<file path="src/design/dqcl_pkg.sv">
`default_nettype none
package dqcl_pkg;

    localparam int CURRENT_BITS_DEF       = 20;
    localparam int STEP_FRACTION_BITS_DEF = 16;

    // register port geometry
    localparam int ADDR_W = 5;
    localparam int DATA_W = 32;

    localparam int MAG_RESET  = 10240;
    localparam int MIN_RESET  = -10240;
    localparam int MAX_RESET  = 10240;

    typedef enum logic [2:0] {
        REG_MAG   = 3'd0,
        REG_D_MIN = 3'd1,
        REG_D_MAX = 3'd2,
        REG_Q_MIN = 3'd3,
        REG_Q_MAX = 3'd4
    } t_reg_idx;

    typedef enum logic [1:0] {
        FUNC_PREPARE = 2'd0,
        FUNC_STEP    = 2'd1,
        FUNC_RESET   = 2'd2,
        FUNC_NONE    = 2'd3
    } t_func;

endpackage
`default_nettype wire

</file>
<file path="src/design/dqcl_mul.sv">
`default_nettype none
module dqcl_mul #(
    parameter int W = 22
) (
    input  wire logic                    i_clk,
    input  wire logic signed [W-1:0]     i_a,
    input  wire logic signed [W-1:0]     i_b,
    output logic signed      [2*W-1:0]   o_p
);

    logic signed [2*W-1:0] r_p;

    always_ff @(posedge i_clk) begin
        r_p <= i_a * i_b;
    end

    assign o_p = r_p;

endmodule
`default_nettype wire

</file>
<file path="src/design/dqcl_regs.sv">
`default_nettype none
module dqcl_regs #(
    parameter int CURRENT_BITS = dqcl_pkg::CURRENT_BITS_DEF
) (
    input  wire logic                          i_clk,
    input  wire logic                          i_rst_n,
    input  wire logic                          psel,
    input  wire logic                          penable,
    input  wire logic                          pwrite,
    input  wire logic [dqcl_pkg::ADDR_W-1:0]   paddr,
    input  wire logic [dqcl_pkg::DATA_W-1:0]   pwdata,
    output logic      [dqcl_pkg::DATA_W-1:0]   prdata,
    output logic                               pready,
    output logic      [CURRENT_BITS-2:0]       o_mag,
    output logic      [CURRENT_BITS-1:0]       o_d_min,
    output logic      [CURRENT_BITS-2:0]       o_d_max,
    output logic      [CURRENT_BITS-1:0]       o_q_min,
    output logic      [CURRENT_BITS-2:0]       o_q_max
);

    localparam int CB = CURRENT_BITS;

    logic [CB-2:0] r_mag;
    logic [CB-1:0] r_d_min;
    logic [CB-2:0] r_d_max;
    logic [CB-1:0] r_q_min;
    logic [CB-2:0] r_q_max;
    dqcl_pkg::t_reg_idx idx;
    logic wr;

    assign idx    = dqcl_pkg::t_reg_idx'(paddr[dqcl_pkg::ADDR_W-1:2]);
    assign wr     = psel & penable & pwrite;
    assign pready = 1'b1;

    always_ff @(posedge i_clk) begin
        if (!i_rst_n) begin
            r_mag   <= (CB-1)'(dqcl_pkg::MAG_RESET);
            r_d_min <= CB'(dqcl_pkg::MIN_RESET);
            r_d_max <= (CB-1)'(dqcl_pkg::MAX_RESET);
            r_q_min <= CB'(dqcl_pkg::MIN_RESET);
            r_q_max <= (CB-1)'(dqcl_pkg::MAX_RESET);
        end else if (wr) begin
            unique case (idx)
                dqcl_pkg::REG_MAG:   r_mag   <= pwdata[CB-2:0];
                dqcl_pkg::REG_D_MIN: r_d_min <= pwdata[CB-1:0];
                dqcl_pkg::REG_D_MAX: r_d_max <= pwdata[CB-2:0];
                dqcl_pkg::REG_Q_MIN: r_q_min <= pwdata[CB-1:0];
                dqcl_pkg::REG_Q_MAX: r_q_max <= pwdata[CB-2:0];
                default: ;
            endcase
        end
    end

    always_comb begin
        unique case (idx)
            dqcl_pkg::REG_MAG:   prdata = dqcl_pkg::DATA_W'(r_mag);
            dqcl_pkg::REG_D_MIN: prdata = dqcl_pkg::DATA_W'(r_d_min);
            dqcl_pkg::REG_D_MAX: prdata = dqcl_pkg::DATA_W'(r_d_max);
            dqcl_pkg::REG_Q_MIN: prdata = dqcl_pkg::DATA_W'(r_q_min);
            dqcl_pkg::REG_Q_MAX: prdata = dqcl_pkg::DATA_W'(r_q_max);
            default:             prdata = '0;
        endcase
    end

    assign o_mag   = r_mag;
    assign o_d_min = r_d_min;
    assign o_d_max = r_d_max;
    assign o_q_min = r_q_min;
    assign o_q_max = r_q_max;

endmodule
`default_nettype wire

</file>
<file path="src/design/dq_current_reference_limiter_unit.sv">
// dq current reference limiter
// input channel: i_in_valid / o_in_stall carries one word (func, value, target,
// target flag); output channel: o_out_valid / i_out_stall carries the limited
// d/q reference with its saturated and rate_limited flags. the user must write
// the registers over the apb port only while the block is idle; the block
// itself does not enforce this. one word is worked on at a time through a
// single shared multiplier and a bit-serial search for the scale, one result
// bit per pass through IT1 and IT2. the unused func code skips to the done
// state; other words are checked against the circle, and a step whose value
// lies outside it also checks the stored reference. the search runs only when
// the vector must be pulled onto the circle. o_in_stall is high from accept
// until the result is moved into the output register, so the next word is
// taken in the cycle after that at the earliest; the output register then
// waits for the receiver while the next word is worked on. a stalled receiver
// holds the result in place and, after the next word finishes, holds that word
// in the done state. reset clears the stored reference to zero, loads the
// register defaults and empties the output register.
`default_nettype none
module dq_current_reference_limiter_unit #(
    parameter int CURRENT_BITS       = dqcl_pkg::CURRENT_BITS_DEF,
    parameter int STEP_FRACTION_BITS = dqcl_pkg::STEP_FRACTION_BITS_DEF
) (
    input  wire logic                               i_clk,
    input  wire logic                               i_rst_n,
    input  wire logic                               psel,
    input  wire logic                               penable,
    input  wire logic                               pwrite,
    input  wire logic [dqcl_pkg::ADDR_W-1:0]        paddr,
    input  wire logic [dqcl_pkg::DATA_W-1:0]        pwdata,
    output logic      [dqcl_pkg::DATA_W-1:0]        prdata,
    output logic                                    pready,
    input  wire logic                               i_in_valid,
    output logic                                    o_in_stall,
    input  wire logic [1:0]                         i_func,
    input  wire logic signed [CURRENT_BITS-1:0]     i_value_d,
    input  wire logic signed [CURRENT_BITS-1:0]     i_value_q,
    input  wire logic signed [CURRENT_BITS-1:0]     i_target_d,
    input  wire logic signed [CURRENT_BITS-1:0]     i_target_q,
    input  wire logic                               i_target_was_saturated,
    output logic                                    o_out_valid,
    input  wire logic                               i_out_stall,
    output logic signed [CURRENT_BITS-1:0]          o_out_d,
    output logic signed [CURRENT_BITS-1:0]          o_out_q,
    output logic                                    o_saturated,
    output logic                                    o_rate_limited
);

    localparam int CB = CURRENT_BITS;
    localparam int S  = STEP_FRACTION_BITS;
    localparam int MW = (CB + 2 > S + 1) ? CB + 2 : S + 1;
    localparam int PW = 2 * MW;
    localparam int FW = 2 * CB + 2 * S + 5;
    localparam int SW = CB + S + 2;
    localparam int KW = $clog2(S);

    typedef enum logic [15:0] {
        S_IDLE    = 16'h0001,
        S_CHK_X   = 16'h0002,
        S_CHK_Y   = 16'h0004,
        S_CHK_M   = 16'h0008,
        S_CHK_END = 16'h0010,
        S_B_D     = 16'h0020,
        S_B_Q     = 16'h0040,
        S_C_D     = 16'h0080,
        S_C_Q     = 16'h0100,
        S_C_END   = 16'h0200,
        S_IT1     = 16'h0400,
        S_IT2     = 16'h0800,
        S_O_D     = 16'h1000,
        S_O_Q     = 16'h2000,
        S_O_END   = 16'h4000,
        S_DONE    = 16'h8000
    } t_state;

    // where the registered product goes in the cycle after it is issued
    typedef enum logic [3:0] {
        DST_NONE, DST_F_CLR, DST_F, DST_B_CLR, DST_B,
        DST_C_CLR, DST_C, DST_OD, DST_OQ
    } t_dst;

    t_state r_state, n_state;
    t_dst   r_dst, n_dst;

    logic [CB-2:0] cfg_mag, cfg_d_max, cfg_q_max;
    logic [CB-1:0] cfg_d_min, cfg_q_min;

    dqcl_regs #(.CURRENT_BITS(CB)) u_regs (
        .i_clk   (i_clk),
        .i_rst_n (i_rst_n),
        .psel    (psel),
        .penable (penable),
        .pwrite  (pwrite),
        .paddr   (paddr),
        .pwdata  (pwdata),
        .prdata  (prdata),
        .pready  (pready),
        .o_mag   (cfg_mag),
        .o_d_min (cfg_d_min),
        .o_d_max (cfg_d_max),
        .o_q_min (cfg_q_min),
        .o_q_max (cfg_q_max)
    );

    dqcl_pkg::t_func  r_func;
    logic signed [CB-1:0] r_vd, r_vq, r_pd, r_pq, r_ref_d, r_ref_q;
    logic signed [CB:0]   r_dd, r_dq;
    logic signed [FW-1:0] r_f, r_bt, r_gt, r_ct, r_inc;
    logic signed [SW-1:0] r_sd, r_sq;
    logic [S-1:0]         r_t;
    logic [KW-1:0]        r_k;
    logic r_rate, r_tsat, r_fsat, r_chk2;
    logic r_ovalid, r_sat_o, r_rate_o;
    logic signed [CB-1:0] r_od, r_oq;

    logic signed [MW-1:0] mul_a, mul_b;
    logic signed [PW-1:0] prod;
    logic signed [FW-1:0] pf, trial, gt_next;
    logic signed [SW-1:0] ps;
    logic signed [CB-1:0] cd, cq, shr_d, shr_q;
    logic in_circ, accept, done_go;

    dqcl_mul #(.W(MW)) u_mul (
        .i_clk (i_clk),
        .i_a   (mul_a),
        .i_b   (mul_b),
        .o_p   (prod)
    );

    function automatic logic signed [CB-1:0] clamp_axis(
        input logic signed [CB-1:0] x,
        input logic signed [CB-1:0] lo_raw,
        input logic [CB-2:0]        hi_raw,
        input logic [CB-2:0]        m
    );
        logic signed [CB:0] xe, lo, hi, me, r;
        xe = {x[CB-1], x};
        me = $signed({2'b00, m});
        lo = {lo_raw[CB-1], lo_raw};
        hi = $signed({2'b00, hi_raw});
        if (lo < -me) lo = -me;
        if (hi > me)  hi = me;
        if (xe < lo)      r = lo;
        else if (xe > hi) r = hi;
        else              r = xe;
        return r[CB-1:0];
    endfunction

    // truncate toward zero while dropping the step fraction
    function automatic logic signed [CB-1:0] shrink(input logic signed [SW-1:0] s);
        logic signed [SW-1:0] adj, q;
        adj = s + (s[SW-1] ? {{(SW-S){1'b0}}, {S{1'b1}}} : '0);
        q   = adj >>> S;
        return q[CB-1:0];
    endfunction

    assign cd = clamp_axis(i_value_d, cfg_d_min, cfg_d_max, cfg_mag);
    assign cq = clamp_axis(i_value_q, cfg_q_min, cfg_q_max, cfg_mag);

    assign pf     = {{(FW-PW){prod[PW-1]}}, prod};
    assign ps     = prod[SW-1:0];
    assign in_circ = (r_f <= pf);
    assign trial  = r_f + r_inc;
    assign gt_next = (trial <= 0) ? r_gt + (r_ct <<< 1) : r_gt;
    assign shr_d  = shrink(r_sd);
    assign shr_q  = shrink(r_sq);
    assign accept = i_in_valid & (r_state == S_IDLE);
    assign done_go = (r_state == S_DONE) & (~r_ovalid | ~i_out_stall);

    // operand select for the shared multiplier
    always_comb begin
        mul_a = '0;
        mul_b = '0;
        n_dst = DST_NONE;
        unique case (r_state)
            S_CHK_X: begin
                mul_a = {{(MW-CB){r_pd[CB-1]}}, r_pd};
                mul_b = mul_a;
                n_dst = DST_F_CLR;
            end
            S_CHK_Y: begin
                mul_a = {{(MW-CB){r_pq[CB-1]}}, r_pq};
                mul_b = mul_a;
                n_dst = DST_F;
            end
            S_CHK_M: begin
                mul_a = {{(MW-CB+1){1'b0}}, cfg_mag};
                mul_b = mul_a;
            end
            S_B_D: begin
                mul_a = {{(MW-CB){r_pd[CB-1]}}, r_pd};
                mul_b = {{(MW-CB-1){r_dd[CB]}}, r_dd};
                n_dst = DST_B_CLR;
            end
            S_B_Q: begin
                mul_a = {{(MW-CB){r_pq[CB-1]}}, r_pq};
                mul_b = {{(MW-CB-1){r_dq[CB]}}, r_dq};
                n_dst = DST_B;
            end
            S_C_D: begin
                mul_a = {{(MW-CB-1){r_dd[CB]}}, r_dd};
                mul_b = mul_a;
                n_dst = DST_C_CLR;
            end
            S_C_Q: begin
                mul_a = {{(MW-CB-1){r_dq[CB]}}, r_dq};
                mul_b = mul_a;
                n_dst = DST_C;
            end
            S_O_D: begin
                mul_a = {{(MW-S){1'b0}}, r_t};
                mul_b = {{(MW-CB-1){r_dd[CB]}}, r_dd};
                n_dst = DST_OD;
            end
            S_O_Q: begin
                mul_a = {{(MW-S){1'b0}}, r_t};
                mul_b = {{(MW-CB-1){r_dq[CB]}}, r_dq};
                n_dst = DST_OQ;
            end
            default: ;
        endcase
    end

    always_comb begin
        n_state = r_state;
        unique case (r_state)
            S_IDLE: begin
                if (i_in_valid) begin
                    if (dqcl_pkg::t_func'(i_func) == dqcl_pkg::FUNC_NONE) n_state = S_DONE;
                    else                                                   n_state = S_CHK_X;
                end
            end
            S_CHK_X:   n_state = S_CHK_Y;
            S_CHK_Y:   n_state = S_CHK_M;
            S_CHK_M:   n_state = S_CHK_END;
            S_CHK_END: begin
                if (r_func != dqcl_pkg::FUNC_STEP) n_state = in_circ ? S_DONE : S_B_D;
                else if (!r_chk2)                  n_state = in_circ ? S_DONE : S_CHK_X;
                else                               n_state = in_circ ? S_B_D : S_DONE;
            end
            S_B_D:   n_state = S_B_Q;
            S_B_Q:   n_state = S_C_D;
            S_C_D:   n_state = S_C_Q;
            S_C_Q:   n_state = S_C_END;
            S_C_END: n_state = S_IT1;
            S_IT1:   n_state = S_IT2;
            S_IT2:   n_state = (r_k == '0) ? S_O_D : S_IT1;
            S_O_D:   n_state = S_O_Q;
            S_O_Q:   n_state = S_O_END;
            S_O_END: n_state = S_DONE;
            S_DONE:  if (done_go) n_state = S_IDLE;
            default: n_state = S_IDLE;
        endcase
    end

    always_ff @(posedge i_clk) begin
        if (!i_rst_n) begin
            r_state  <= S_IDLE;
            r_dst    <= DST_NONE;
            r_ovalid <= 1'b0;
            r_ref_d  <= '0;
            r_ref_q  <= '0;
        end else begin
            r_state <= n_state;
            r_dst   <= n_dst;
            if (done_go) begin
                r_ovalid <= 1'b1;
                if (r_func == dqcl_pkg::FUNC_STEP || r_func == dqcl_pkg::FUNC_RESET) begin
                    r_ref_d <= shr_d;
                    r_ref_q <= shr_q;
                end
            end else if (!i_out_stall) begin
                r_ovalid <= 1'b0;
            end
        end
    end

    always_ff @(posedge i_clk) begin
        unique case (r_dst)
            DST_F_CLR: r_f  <= pf;
            DST_F:     r_f  <= r_f + pf;
            DST_B_CLR: r_bt <= pf <<< (2 * S);
            DST_B:     r_bt <= r_bt + (pf <<< (2 * S));
            DST_C_CLR: r_ct <= pf <<< (2 * S - 2);
            DST_C:     r_ct <= r_ct + (pf <<< (2 * S - 2));
            DST_OD:    r_sd <= ({{(SW-CB){r_pd[CB-1]}}, r_pd} <<< S) + ps;
            DST_OQ:    r_sq <= ({{(SW-CB){r_pq[CB-1]}}, r_pq} <<< S) + ps;
            default: ;
        endcase

        if (accept) begin
            r_func <= dqcl_pkg::t_func'(i_func);
            r_vd   <= i_value_d;
            r_vq   <= i_value_q;
            r_tsat <= i_target_was_saturated;
            r_fsat <= 1'b0;
            r_chk2 <= 1'b0;
            r_rate <= (dqcl_pkg::t_func'(i_func) == dqcl_pkg::FUNC_STEP) &&
                      ((i_value_d != i_target_d) || (i_value_q != i_target_q));
            r_sd   <= '0;
            r_sq   <= '0;
            if (dqcl_pkg::t_func'(i_func) == dqcl_pkg::FUNC_STEP) begin
                r_pd <= i_value_d;
                r_pq <= i_value_q;
            end else begin
                r_pd <= cd;
                r_pq <= cq;
            end
        end

        if (r_state == S_CHK_END) begin
            r_gt <= '0;
            r_t  <= '0;
            r_k  <= KW'(S - 1);
            if (r_func != dqcl_pkg::FUNC_STEP) begin
                if (in_circ) begin
                    r_sd <= {{(SW-CB){r_pd[CB-1]}}, r_pd} <<< S;
                    r_sq <= {{(SW-CB){r_pq[CB-1]}}, r_pq} <<< S;
                end else begin
                    // scale the clamped vector from the origin
                    r_dd <= {r_pd[CB-1], r_pd};
                    r_dq <= {r_pq[CB-1], r_pq};
                    r_pd <= '0;
                    r_pq <= '0;
                    r_f  <= (-pf) <<< (2 * S);
                end
            end else if (!r_chk2) begin
                if (in_circ) begin
                    r_sd <= {{(SW-CB){r_pd[CB-1]}}, r_pd} <<< S;
                    r_sq <= {{(SW-CB){r_pq[CB-1]}}, r_pq} <<< S;
                end else begin
                    r_fsat <= 1'b1;
                    r_chk2 <= 1'b1;
                    r_pd   <= r_ref_d;
                    r_pq   <= r_ref_q;
                end
            end else begin
                if (!in_circ) begin
                    r_sd <= {{(SW-CB){r_pd[CB-1]}}, r_pd} <<< S;
                    r_sq <= {{(SW-CB){r_pq[CB-1]}}, r_pq} <<< S;
                end else begin
                    r_dd <= {r_vd[CB-1], r_vd} - {r_pd[CB-1], r_pd};
                    r_dq <= {r_vq[CB-1], r_vq} - {r_pq[CB-1], r_pq};
                    r_f  <= (r_f - pf) <<< (2 * S);
                end
            end
        end

        if (r_state == S_IT1) begin
            r_inc <= r_bt + r_gt + r_ct;
        end

        // try setting bit k of the step; r_bt, r_gt shift down one, r_ct two
        if (r_state == S_IT2) begin
            if (trial <= 0) begin
                r_f <= trial;
                r_t <= r_t | ({{(S-1){1'b0}}, 1'b1} << r_k);
            end
            r_bt <= r_bt >>> 1;
            r_gt <= gt_next >>> 1;
            r_ct <= r_ct >>> 2;
            r_k  <= r_k - 1'b1;
        end

        if (done_go) begin
            r_od <= shr_d;
            r_oq <= shr_q;
            r_rate_o <= r_rate;
            unique case (r_func)
                dqcl_pkg::FUNC_PREPARE,
                dqcl_pkg::FUNC_RESET: r_sat_o <= (shr_d != r_vd) || (shr_q != r_vq);
                dqcl_pkg::FUNC_STEP:  r_sat_o <= r_tsat | r_fsat;
                default:              r_sat_o <= 1'b0;
            endcase
        end
    end

    assign o_in_stall     = (r_state != S_IDLE);
    assign o_out_valid    = r_ovalid;
    assign o_out_d        = r_od;
    assign o_out_q        = r_oq;
    assign o_saturated    = r_sat_o;
    assign o_rate_limited = r_rate_o;

endmodule
`default_nettype wire
</file>
<file path="config.mk">
export PLATFORM = sky130hd
export DESIGN_NAME = dq_current_reference_limiter_unit
export DESIGN_NICKNAME = d
export VERILOG_FILES = /design/src/design/dqcl_pkg.sv /design/src/design/dqcl_mul.sv /design/src/design/dqcl_regs.sv /design/src/design/dq_current_reference_limiter_unit.sv
export SDC_FILE = /design/constraint.sdc
export NUM_CORES = 2
export LEC_CHECK = 0
export BUFFER_PORTS_ARGS = -buffer_cell sky130_fd_sc_hd__buf_4
export CORE_MARGIN = 1
export CORE_UTILIZATION = 31
export DETAILED_ROUTE_END_ITERATION = 12
export PLACE_DENSITY_LB_ADDON = 0.1
export SYNTH_ARGS = -nofsm -noshare
export SYNTH_HDL_FRONTEND = slang
export SYNTH_HIERARCHICAL = 1
export SYNTH_SLANG_ARGS = --single-unit
</file>
<file path="constraint.sdc">
create_clock -name i_clk -period 10.3 [get_ports i_clk]
set_input_delay 1.03 -clock i_clk [delete_from_list [all_inputs] [get_ports i_clk]]
set_output_delay 1.03 -clock i_clk [all_outputs]
set_load 0.03 [all_outputs]
</file>
==> flow_summary.yaml <==
worst_hold_path:
  hold_path_end: "r_tsat"
  hp-class: "input port to flop"
  min-delay-start: "i_target_was_saturated"
  hold_depth: 1
critical_path:
  cp_top_family: "adder cells"
  cp.buffers_inverters: 6
  rr_startpoint: "r_state[10]"
  worstRegToRegCells: 30
  crit_arrival_ns: 10.42
  crit_path_max_fanout: 40
  cp-start-kind: "flop"
  cp_common_cell: "fa_1"
  required_ns: 10.98
  end_kind: "flop"
  reg2reg_to: "u_mul/o_p[40]"
  crit_path_top_delay_cell: "fa_1"
  worstSetupPathType: "flop to flop"
  r2r_slack_ns: 0.56
  slowest_delay_ns: 0.56
routing:
  drc_errors: 0
  firstDrtPassIters: 7
  totalWireLength_um: 380300
  dr.first_iter.drc_count: 5994
  via_per_inst: 5.473
  avgRoutedWirePerCell_um: 25.51
  ant_nets: 0
  vias: 81570
yosys:
  synth_area_sq_mm: 0.09280
  synth.avg_cell_area_sq_um: 8.496
  seq_area_frac_synth_pct: 23.07
  netlist_instances: 10920
  ys_warn_count: 6
  synthFlopType: "edfxtp_1"
  synth_edf_count: 439
  ys_types: 116
  ys_async_sr_fraction_pct: 0
  synth_seq_cells: 850
placed_design:
  place_congestion: 0.9345
  numPortBuffers: 176
  placed_cell_area_sq_mm: 0.09845
  place.detailed.hpwl_um: 302600
timing:
  maxSlewHeadroom_pct: 14.22
  worst_slew_pin_slew_ns: 1.277
  whs_ns: 0.3127
  fmax_ghz: 0.1027
  setup_violations: 0
  drv_slew: 0
  finalCritPeriodShare_pct: 94.55
  layout_min_cycle_time_ns: 9.738
  finalHoldViolations: 0
  rsz0062_at_grt: "true"
  setup_tns_ns: 0
  skew_ns: 0.1244
clock_network:
  cts_root_buf: "clkbuf_16"
  insertion_delay_ns: 0.92
  cts.sinks: 850
  cts_tree: "built"
  clk_pin_slew_worst_paths_ns: 0.06
  clk_path_buf_depth: 4
  cts_buffers: 120
  cts-htree-levels: 3
  cts_hold_buf: 0
pwr:
  total_power_mw: 16.09
  powerDensity_mw_per_mm2: 156.8
  peakVddDrop_mv: 0.1922
  p_leak_nw: 43.86
global_routing:
  grt_pass1_vias: 82370
  grt_overflow: 0
  grt_antenna_before_repair: 14
  grt_pass1_wl_um: 556700
  track_usage_pct: 24.73
  grt_max_degree: 102
floorplan:
  dieArea_sq_mm: 0.3015
  die_w_um: 549.1
  core_area_sq_mm: 0.2973
  io_pins: 204
  start_util_pct: 31.22
  die_h_um: 549.1
  rows: 200
outcome:
  status: "completed"
cells_and_area:
  mostFrequentLayoutCells: "nand2_1, inv_1, ha_1"
  finalCoreUtilization_pct: 34.52
  drive_above_1_share_pct: 6.442
  final_area_sq_mm: 0.1026
  final_net_count: 12440
  layout_commonest_cell: "nand2_1"
  syn2layout_area_growth_pct: 10.57
job:
  drv_cap: 0
[metal layers]
| metal | GRT usage, % | share of wire [%] | up-vias |
|---|---|---|---|
| met5 | 0 | 0.0032 | - |
| met4 | 11.32 | 5.1 | 2 |
| met3 | 2.728 | 4.2 | 510 |
| met2 | 41.98 | 47 | 2043 |
| met1 | 31.40 | 43 | 40710 |
| li1 | - | - | 38310 |
[what timing repair did]
action | CTS | global route
resized for setup | 0 | 2
setup endpoints to repair | 0 | 9
hold endpoints to repair | 0 | 0
buffers inserted | 0 | 2
[worst reg2reg max path, delay by kind of cell (launching register included)]
kind / cells / cell delay, ns
buffers and inverters: 6 / 0.96
AND/OR/NAND/NOR: 10 / 3.27
XOR/XNOR: 1 / 0.13
AO/OA/AOI/OAI: 5 / 1.06
adder cells (fa/ha/maj): 8 / 3.84
flip-flops: 1 / 0.34
[state kept, by name, indices dropped and copies added, names as in the netlist, 21 cells and up]
signal and flops:
r_f 77, r_dd 21, r_ct 77, r_gt 76, r_sd 37, r_dq 21
r_sq 37, r_inc 77, r_bt 77, u_mul/o_p 44
[cells by family (layout without fill, tap and decap cells)]
| family | Yosys count | in the layout | synth area share, % |
|---|---|---|---|
| AOI/OAI and AO/OA | 2817 | 2817 | 19.19 |
| DFF | 850 | 850 | 23.07 |
| other | 2 | 19 | 0.008093 |
| adders and majority gates | 1458 | 1458 | 24.41 |
| xor gates and xnor gates | 664 | 664 | 6.283 |
| muxes | 334 | 334 | 3.655 |
| buffers and inverters | 1509 | 1535 | 6.407 |
| and+or+nand+nor | 3289 | 3289 | 16.98 |
[worst max-delay path by stage]
stage,from,to,slack [ns],cells after the start
after global placement,r_state[10],u_mul/o_p[42],0.48,30
final,r_state[10],u_mul/o_p[40],0.56,30
after detailed placement,r_state[10],u_mul/o_p[43],0.43,26
after global routing,r_state[10],u_mul/o_p[43],-0.004,28
after CTS,r_state[10],u_mul/o_p[43],0.41,26
after floorplan,r_state[12],u_mul/o_p[43],1.26,35
[Yosys cell counts, types with 31 or more instances]
cell | instances | share of area, %
nand2_1 | 1111 | 4.5
inv_1 | 928 | 3.8
ha_1 | 867 | 12
a21oi_1 | 834 | 4.5
nor2_1 | 718 | 2.9
o21ai_0 | 602 | 3.2
fa_1 | 588 | 13
xnor2_1 | 467 | 4.4
clkbuf_1 | 457 | 1.8
edfxtp_1 | 439 | 14
dfxtp_1 | 411 | 8.9
mux2i_1 | 297 | 3.2
nand3_1 | 293 | 1.6
and2_1 | 287 | 1.9
a21o_1 | 266 | 2.2
xor2_1 | 195 | 1.8
nor3_1 | 175 | 0.94
nor2b_1 | 127 | 0.86
nand4_1 | 124 | 0.84
a22oi_1 | 119 | 0.96
a31oi_1 | 104 | 0.70
nand2b_1 | 98 | 0.66
o21bai_1 | 94 | 0.76
o22ai_1 | 85 | 0.57
o211ai_1 | 75 | 0.61
o21a_1 | 73 | 0.59
a211oi_1 | 71 | 0.57
and3_1 | 66 | 0.44
nor4_1 | 59 | 0.40
o31ai_1 | 57 | 0.46
or3_1 | 56 | 0.38
o21ai_1 | 54 | 0.29
buf_2 | 44 | 0.24
a222oi_1 | 38 | 0.41
a21boi_0 | 36 | 0.29
buf_4 | 31 | 0.25
[layout make-up]
class                      instances  area, sq um
sequential                       850        21410
timing repair buffer             379         2933
tap                             3939         4928
clock inverter                    78        880.8
fill                           30960       194700
clock buffer                     144         3227
multi-input combinational       8575        65710
inverter                         934         3506
antenna                            6        15.01
[where the power goes]
| group | switching [mW] | internal (mW) |
|---|---|---|
| sequential | 0.578 | 3.81 |
| combinational | 4.80 | 2.43 |
| clock | 1.83 | 2.63 |
| total | 7.22 | 8.87 |
[through the flow]
stage                     setup slack [ns]  cells
after floorplan                      1.264  10930
after global placement              0.4820  14680
after detailed placement            0.4324  14680
after CTS                           0.4073  14900
after global routing             -0.004355  14900
final                               0.5615  14910
Note: power is estimated with default switching activity, not from simulation.
